--- src/rtl/sts_pkg.sv ---
// Shared types, codes and helper functions of the sorted table search unit.
package sts_pkg;

    localparam int OP_W       = 2;
    localparam int IDX_W      = 8;
    localparam int VAL_W      = 64;
    localparam int KEY_W      = 32;
    localparam int STAT_W     = 2;
    localparam int POS_W      = 9;
    localparam int LEN_W      = 9;
    localparam int WSEL_W     = 2;
    localparam int CFG_IDX_W  = 1;
    localparam int CFG_DATA_W = 9;
    localparam int S_TDATA_W  = 112;
    localparam int M_TDATA_W  = 16;

    localparam logic [OP_W-1:0] OP_LOAD     = 2'd0;
    localparam logic [OP_W-1:0] OP_EXACT    = 2'd1;
    localparam logic [OP_W-1:0] OP_INTERVAL = 2'd2;

    localparam logic [STAT_W-1:0] ST_OK    = 2'd0;
    localparam logic [STAT_W-1:0] ST_MISS  = 2'd1;
    localparam logic [STAT_W-1:0] ST_EMPTY = 2'd2;

    localparam logic [CFG_IDX_W-1:0] CFG_WIDTH_SEL    = 1'd0;
    localparam logic [CFG_IDX_W-1:0] CFG_TABLE_LENGTH = 1'd1;

    localparam logic [WSEL_W-1:0] WSEL_8  = 2'd0;
    localparam logic [WSEL_W-1:0] WSEL_16 = 2'd1;
    localparam logic [WSEL_W-1:0] WSEL_32 = 2'd2;

    typedef enum logic [1:0] {
        ADDR_FIRST,
        ADDR_LAST,
        ADDR_MID
    } t_addr_sel;

    typedef enum logic [2:0] {
        BND_HOLD,
        BND_INIT_EXACT,
        BND_INIT_INTERVAL,
        BND_STEP_EXACT,
        BND_STEP_INTERVAL
    } t_bnd;

    typedef enum logic [2:0] {
        RES_OK_ZERO,
        RES_MISS,
        RES_EMPTY,
        RES_LAST,
        RES_LEN,
        RES_MID,
        RES_LO
    } t_res;

    typedef struct packed {
        logic      ram_we;
        logic      key_ld;
        t_addr_sel addr_sel;
        logic      cap_first;
        logic      asc_live;
        t_bnd      bnd;
        logic      res_ld;
        t_res      res_sel;
        logic      out_ld;
    } t_cmd;

    typedef struct packed {
        logic len_zero;
        logic len_lt3;
        logic f_eq;
        logic f_before_k;
        logic k_before_f;
        logic e_eq;
        logic e_before_k;
        logic loop_ok_exact;
        logic loop_ok_interval;
    } t_stat;

    function automatic logic [VAL_W-1:0] width_mask(input logic [WSEL_W-1:0] sel);
        logic [VAL_W-1:0] m;
        case (sel)
            WSEL_8:  m = 64'h0000_0000_0000_00FF;
            WSEL_16: m = 64'h0000_0000_0000_FFFF;
            WSEL_32: m = 64'h0000_0000_FFFF_FFFF;
            default: m = 64'hFFFF_FFFF_FFFF_FFFF;
        endcase
        return m;
    endfunction

endpackage

--- src/rtl/sts_ctrl.sv ---
// Controller state machine of the sorted table search unit.
module sts_ctrl import sts_pkg::*; (
    input  logic            i_clk,
    input  logic            i_rst_n,
    input  logic            i_s_tvalid,
    input  logic [OP_W-1:0] i_op,
    input  logic            i_m_tready,
    input  t_stat           i_stat,
    output logic            o_s_tready,
    output logic            o_m_tvalid,
    output t_cmd            o_cmd
);

    typedef enum logic [6:0] {
        S_IDLE     = 7'b0000001,
        S_RD_FIRST = 7'b0000010,
        S_RD_LAST  = 7'b0000100,
        S_END_CHK  = 7'b0001000,
        S_LOOP     = 7'b0010000,
        S_PROBE    = 7'b0100000,
        S_DONE     = 7'b1000000
    } t_state;

    t_state r_state, n_state;
    logic   r_exact, n_exact;
    logic   r_out_valid;
    logic   out_free;

    assign out_free = !r_out_valid || i_m_tready;

    always_comb begin
        n_state         = r_state;
        n_exact         = r_exact;
        o_cmd           = '0;
        o_cmd.addr_sel  = ADDR_FIRST;
        o_cmd.bnd       = BND_HOLD;
        o_cmd.res_sel   = RES_OK_ZERO;
        case (r_state)
            S_IDLE: begin
                if (i_s_tvalid) begin
                    o_cmd.key_ld = 1'b1;
                    case (i_op)
                        OP_LOAD: begin
                            o_cmd.ram_we = 1'b1;
                            o_cmd.res_ld = 1'b1;
                            n_state      = S_DONE;
                        end
                        OP_EXACT, OP_INTERVAL: begin
                            n_exact = (i_op == OP_EXACT);
                            if (i_stat.len_zero) begin
                                o_cmd.res_ld  = 1'b1;
                                o_cmd.res_sel = RES_EMPTY;
                                n_state       = S_DONE;
                            end else begin
                                n_state = S_RD_FIRST;
                            end
                        end
                        default: begin
                            o_cmd.res_ld = 1'b1;
                            n_state      = S_DONE;
                        end
                    endcase
                end
            end
            S_RD_FIRST: begin
                o_cmd.addr_sel = ADDR_FIRST;
                n_state        = S_RD_LAST;
            end
            S_RD_LAST: begin
                o_cmd.addr_sel  = ADDR_LAST;
                o_cmd.cap_first = 1'b1;
                n_state         = S_END_CHK;
            end
            S_END_CHK: begin
                o_cmd.asc_live = 1'b1;
                o_cmd.res_ld   = 1'b1;
                n_state        = S_DONE;
                if (r_exact) begin
                    if (!i_stat.len_lt3 && (i_stat.k_before_f || i_stat.e_before_k)) begin
                        o_cmd.res_sel = RES_MISS;
                    end else if (i_stat.f_eq) begin
                        o_cmd.res_sel = RES_OK_ZERO;
                    end else if (i_stat.e_eq) begin
                        o_cmd.res_sel = RES_LAST;
                    end else if (i_stat.len_lt3) begin
                        o_cmd.res_sel = RES_MISS;
                    end else begin
                        o_cmd.res_ld = 1'b0;
                        o_cmd.bnd    = BND_INIT_EXACT;
                        n_state      = S_LOOP;
                    end
                end else begin
                    if (!i_stat.f_before_k) begin
                        o_cmd.res_sel = RES_OK_ZERO;
                    end else if (i_stat.e_before_k) begin
                        o_cmd.res_sel = RES_LEN;
                    end else begin
                        o_cmd.res_ld = 1'b0;
                        o_cmd.bnd    = BND_INIT_INTERVAL;
                        n_state      = S_LOOP;
                    end
                end
            end
            S_LOOP: begin
                if (r_exact ? i_stat.loop_ok_exact : i_stat.loop_ok_interval) begin
                    o_cmd.addr_sel = ADDR_MID;
                    n_state        = S_PROBE;
                end else begin
                    o_cmd.res_ld  = 1'b1;
                    o_cmd.res_sel = r_exact ? RES_MISS : RES_LO;
                    n_state       = S_DONE;
                end
            end
            S_PROBE: begin
                if (r_exact && i_stat.e_eq) begin
                    o_cmd.res_ld  = 1'b1;
                    o_cmd.res_sel = RES_MID;
                    n_state       = S_DONE;
                end else begin
                    o_cmd.bnd = r_exact ? BND_STEP_EXACT : BND_STEP_INTERVAL;
                    n_state   = S_LOOP;
                end
            end
            S_DONE: begin
                if (out_free) begin
                    o_cmd.out_ld = 1'b1;
                    n_state      = S_IDLE;
                end
            end
            default: n_state = S_IDLE;
        endcase
    end

    always_ff @(posedge i_clk) begin
        if (!i_rst_n) begin
            r_state     <= S_IDLE;
            r_exact     <= 1'b0;
            r_out_valid <= 1'b0;
        end else begin
            r_state <= n_state;
            r_exact <= n_exact;
            if (o_cmd.out_ld) begin
                r_out_valid <= 1'b1;
            end else if (i_m_tready) begin
                r_out_valid <= 1'b0;
            end
        end
    end

    assign o_s_tready = (r_state == S_IDLE);
    assign o_m_tvalid = r_out_valid;

endmodule

--- config.mk ---
export PLATFORM = sky130hd
export DESIGN_NAME = sts_ctrl
export DESIGN_NICKNAME = d
export VERILOG_FILES = /design/src/rtl/sts_pkg.sv /design/src/rtl/sts_ctrl.sv
export SDC_FILE = /design/constraint.sdc
export NUM_CORES = 1
export LEC_CHECK = 0
export ABC_AREA = 0
export BUFFER_PORTS_ARGS = -buffer_cell sky130_fd_sc_hd__buf_2
export CORE_MARGIN = 1
export CORE_UTILIZATION = 46
export CTS_CLUSTER_DIAMETER = 200
export DETAILED_ROUTE_END_ITERATION = 8
export GPL_TIMING_DRIVEN = 0
export PLACE_DENSITY = 0.85
export SKIP_LAST_GASP = 1
export SLEW_MARGIN = 10
export SYNTH_ARGS = -nofsm -noshare
export SYNTH_HDL_FRONTEND = slang
export SYNTH_SLANG_ARGS = --single-unit
--- constraint.sdc ---
create_clock -name i_clk -period 1.9 [get_ports i_clk]
set_clock_uncertainty 0.1 [all_clocks]
set_input_delay 0.19 -clock i_clk [delete_from_list [all_inputs] [get_ports i_clk]]
set_output_delay 0.19 -clock i_clk [all_outputs]
set_load 0.02 [all_outputs]
==> impl_metrics.env <==
export IMPL_antenna_found_initial=0
export IMPL_power_switching_mw=0.1877
export IMPL_drive_gt1_share_pct=46.48
export IMPL_holdWs_ns=-0.003385
export IMPL_clock_latency_ns=0.27
export IMPL_viasPerCell=6.120
export IMPL_p_seq_share_pct=38.6
export IMPL_swShare_pct=34.84
export IMPL_slew_limit_headroom_pct=70.47
export IMPL_fp_dieW_um=42.63
export IMPL_path_clk_slew_ns=0.06
export IMPL_drt_wl_total_um=2505
export IMPL_dp_hpwl_um=1585
export IMPL_fillers=120
export IMPL_dp_cells=145
export IMPL_portBuffers=30
export IMPL_ys_types=41
export IMPL_worstHoldPathCells=2
export IMPL_pre_cts_ws_ns=-0.02747
export IMPL_hold_start="i_stat[8]"
export IMPL_ys_seq_area_share_pct=23.72
export IMPL_r2r_start="r_state[3]$_SDFFE_PN0P_"
export IMPL_grt_pass1_wl_um=3808
export IMPL_ys_ff_latch=9
export IMPL_rsz0062_at_grt="yes"
export IMPL_antenna_cells=0
export IMPL_layout_common_cells="buf_2 (24), buf_4 (15), nand3_1 (9)"
export IMPL_hold_buffers=0
export IMPL_grt_use_met3_pct=7.328
export IMPL_synth_cells=99
export IMPL_design_core_area_um2=1524
export IMPL_rows=14
export IMPL_synth_avg_cell_area_um2=7.671
export IMPL_r2r_end="r_state[2]$_SDFFE_PN0P_"
export IMPL_fin_crit_ns=2.004
export IMPL_power_leakage_nw=0.5027
export IMPL_maxCapViolCount=0
export IMPL_antenna_left=0
export IMPL_dr_pass1_iters=4
export IMPL_clock_power_share_pct=29.3
export IMPL_rrSetupSlack_ns=0.07
export IMPL_routedWlPerCell_um=15.85
export IMPL_grt_busiest_layer="met2"
export IMPL_clk_path_buf_depth=2
export IMPL_end_kind="primary output"
export IMPL_setup_slack_ns=-0.1039
export IMPL_min_to="r_state[1]$_SDFFE_PN0P_"
export IMPL_crit_required_ns=1.61
export IMPL_arrival_ns=1.71
export IMPL_cts_made_buffers=3
export IMPL_hold_class="primary input to flop"
export IMPL_num_vias=967
export IMPL_mostFrequentLayoutCell="buf_2"
export IMPL_status="finished, violations left"
export IMPL_cts_sinks=9
export IMPL_vdd_drop_max_v=0.0003945
export IMPL_overflow=0
export IMPL_fin_cells=158
export IMPL_dieHeight_um=42.63
export IMPL_finalHoldViolCount=1
export IMPL_area_growth_pct=49.75
export IMPL_reg2regPathDepth=5
export IMPL_syn_num_nets=116
export IMPL_grt_pass1_vias=821
export IMPL_crit_type="flop to primary output"
export IMPL_drtIter0Drc=22
export IMPL_grtUsageTotal_pct=27.45
export IMPL_p_int_mw=0.3510
export IMPL_post_route_period_util_pct=105.5
export IMPL_fmax_mhz=499.0
export IMPL_cts_root_buf="clkbuf_4"
export IMPL_met2_usage_pct=43.33
export IMPL_cts_htree_levels=1
export IMPL_path_max_fanout=5
export IMPL_cts_tree="built"
export IMPL_ys_warnings_count=0
export IMPL_dieArea_um2=1817
export IMPL_initial_utilization_pct=49.84
export IMPL_worst_pin_slew_ns=0.4396
export IMPL_finish_utilization_pct=74.63
export IMPL_drc=0
export IMPL_grtUsageMet1_pct=36.48
export IMPL_grt_max_degree=11
export IMPL_p_per_area_nw_per_um2=473.6
export IMPL_io_pins=31
export IMPL_final_nets=160
export IMPL_combPwrFrac_pct=32.1
export IMPL_maxSlewViolCount=0
export IMPL_place_congestion=0.8324
export IMPL_crit_path_start_kind="flop"
export IMPL_violations="negative hold slack, negative setup slack"
export IMPL_setup_viol=7
export IMPL_netlist_area_um2=759.5
-- through the flow --
stage | cell area, um2 | setup TNS [ns] | power [mW] | hold slack, ns
final | 1137 | -0.4134 | 0.5387 | -0.003385
after global routing | 1137 | -0.9788 | 0.5603 | 0.02155
after CTS | 1076 | -0.4691 | 0.5232 | 0.002744
after detailed placement | 937.1 | -0.02747 | 0.3493 | 0.2948
after global placement | 937.1 | -0.01170 | 0.3449 | 0.2917
after floorplan | 767.0 | 0 | 0.3006 | 0.1618
-- worst max path at each step --
stage | cells past startpoint | to | start | slack, ns
2_1_floorplan | 3 | o_cmd[10] | r_state[6]$_SDFFE_PN0P_ | 0.05
3_3_place_gp | 5 | o_cmd[2] | r_state[0]$_SDFFE_PN1P_ | -0.01
3_5_place_dp | 5 | o_cmd[2] | r_state[0]$_SDFFE_PN1P_ | -0.03
4_1_cts | 4 | o_cmd[10] | r_state[3]$_SDFFE_PN0P_ | -0.1
5_1_grt | 4 | o_cmd[10] | r_state[3]$_SDFFE_PN0P_ | -0.17
6_report | 5 | o_s_tready | r_state[3]$_SDFFE_PN0P_ | -0.10
-- state kept, by name (all words and copies together) (netlist names) --
| signal | cells |
|---|---|
| o_m_tvalid | 1 |
| r_state | 7 |
| r_exact | 1 |
-- metal layers --
layer | vias up | share of wire, %
met5 | - | 0
met4 | 0 | 1.2
met3 | 6 | 8.0
met2 | 53 | 49
met1 | 443 | 42
li1 | 465 | -
-- power by group through the flow --
stage / combinational, mW / clock (mW) / sequential, mW
2_1_floorplan: 0.0894 / 0 / 0.211
3_3_place_gp: 0.132 / 0 / 0.213
5_1_grt: 0.185 / 0.166 / 0.209
6_report: 0.173 / 0.158 / 0.208
3_5_place_dp: 0.135 / 0 / 0.214
4_1_cts: 0.158 / 0.157 / 0.208
-- cell families after synthesis --
group	share of synthesized area, %
simple gates	46.62
fa+ha+maj	3.294
compound gates	18.29
mux	1.318
buf+inv	5.601
xor+xnor	1.153
flops	23.72
-- final cells by class --
cell class	instances	area, um2	share of cell area [%]
plain buffers	2	15.01	1.320
flip-flops and latches	9	193.9	17.05
well taps	16	20.02	1.760
multi-input cells	80	604.3	53.14
clock buffers	4	26.28	2.310
repair buffers	40	251.5	22.11
inverters	7	26.28	2.310
-- cell usage after synthesis (all sizes together) --
master | n | area [um2]
o41ai | 1 | 8.760
nand3 | 9 | 45.04
or3 | 1 | 6.260
nor3 | 5 | 36.29
inv | 7 | 26.28
o21a | 1 | 7.510
nand2 | 5 | 18.77
mux2i | 1 | 10.01
a21o | 1 | 7.510
and2 | 1 | 6.260
nand4b | 2 | 23.77
and3 | 3 | 18.77
ha | 2 | 25.02
or4 | 2 | 18.77
o22ai | 3 | 18.77
a31oi | 2 | 12.51
nor2b | 3 | 18.77
o32ai | 1 | 8.760
buf | 1 | 7.510
nand2b | 5 | 31.28
nand4 | 2 | 12.51
clkbuf | 2 | 8.750
a2bb2o | 1 | 10.01
nor4 | 5 | 31.28
o211ai | 1 | 7.510
a22oi | 1 | 7.510
xor2 | 1 | 8.760
dfxtp | 9 | 180.2
a311o | 1 | 10.01
and4bb | 1 | 12.51
o32a | 1 | 10.01
nor4b | 2 | 32.53
o21ai | 2 | 10.01
a21oi | 4 | 20.02
nor2 | 9 | 33.78
nor3b | 1 | 7.510
-- worst max-delay path, cell delays in order (launching register included) --
cell,delay (ns)
dfxtp_4,0.36
or4_4,0.57
buf_4,0.16
buf_6,0.11
nor3_2,0.09
buf_4,0.15
-- what timing repair did --
action,4_1_cts,5_1_grt
gates resized for setup,23,10
endpoints found under the setup margin,11,11
setup buffers,6,4
pin swaps,9,7
Power figures use the tool's default switching activity.
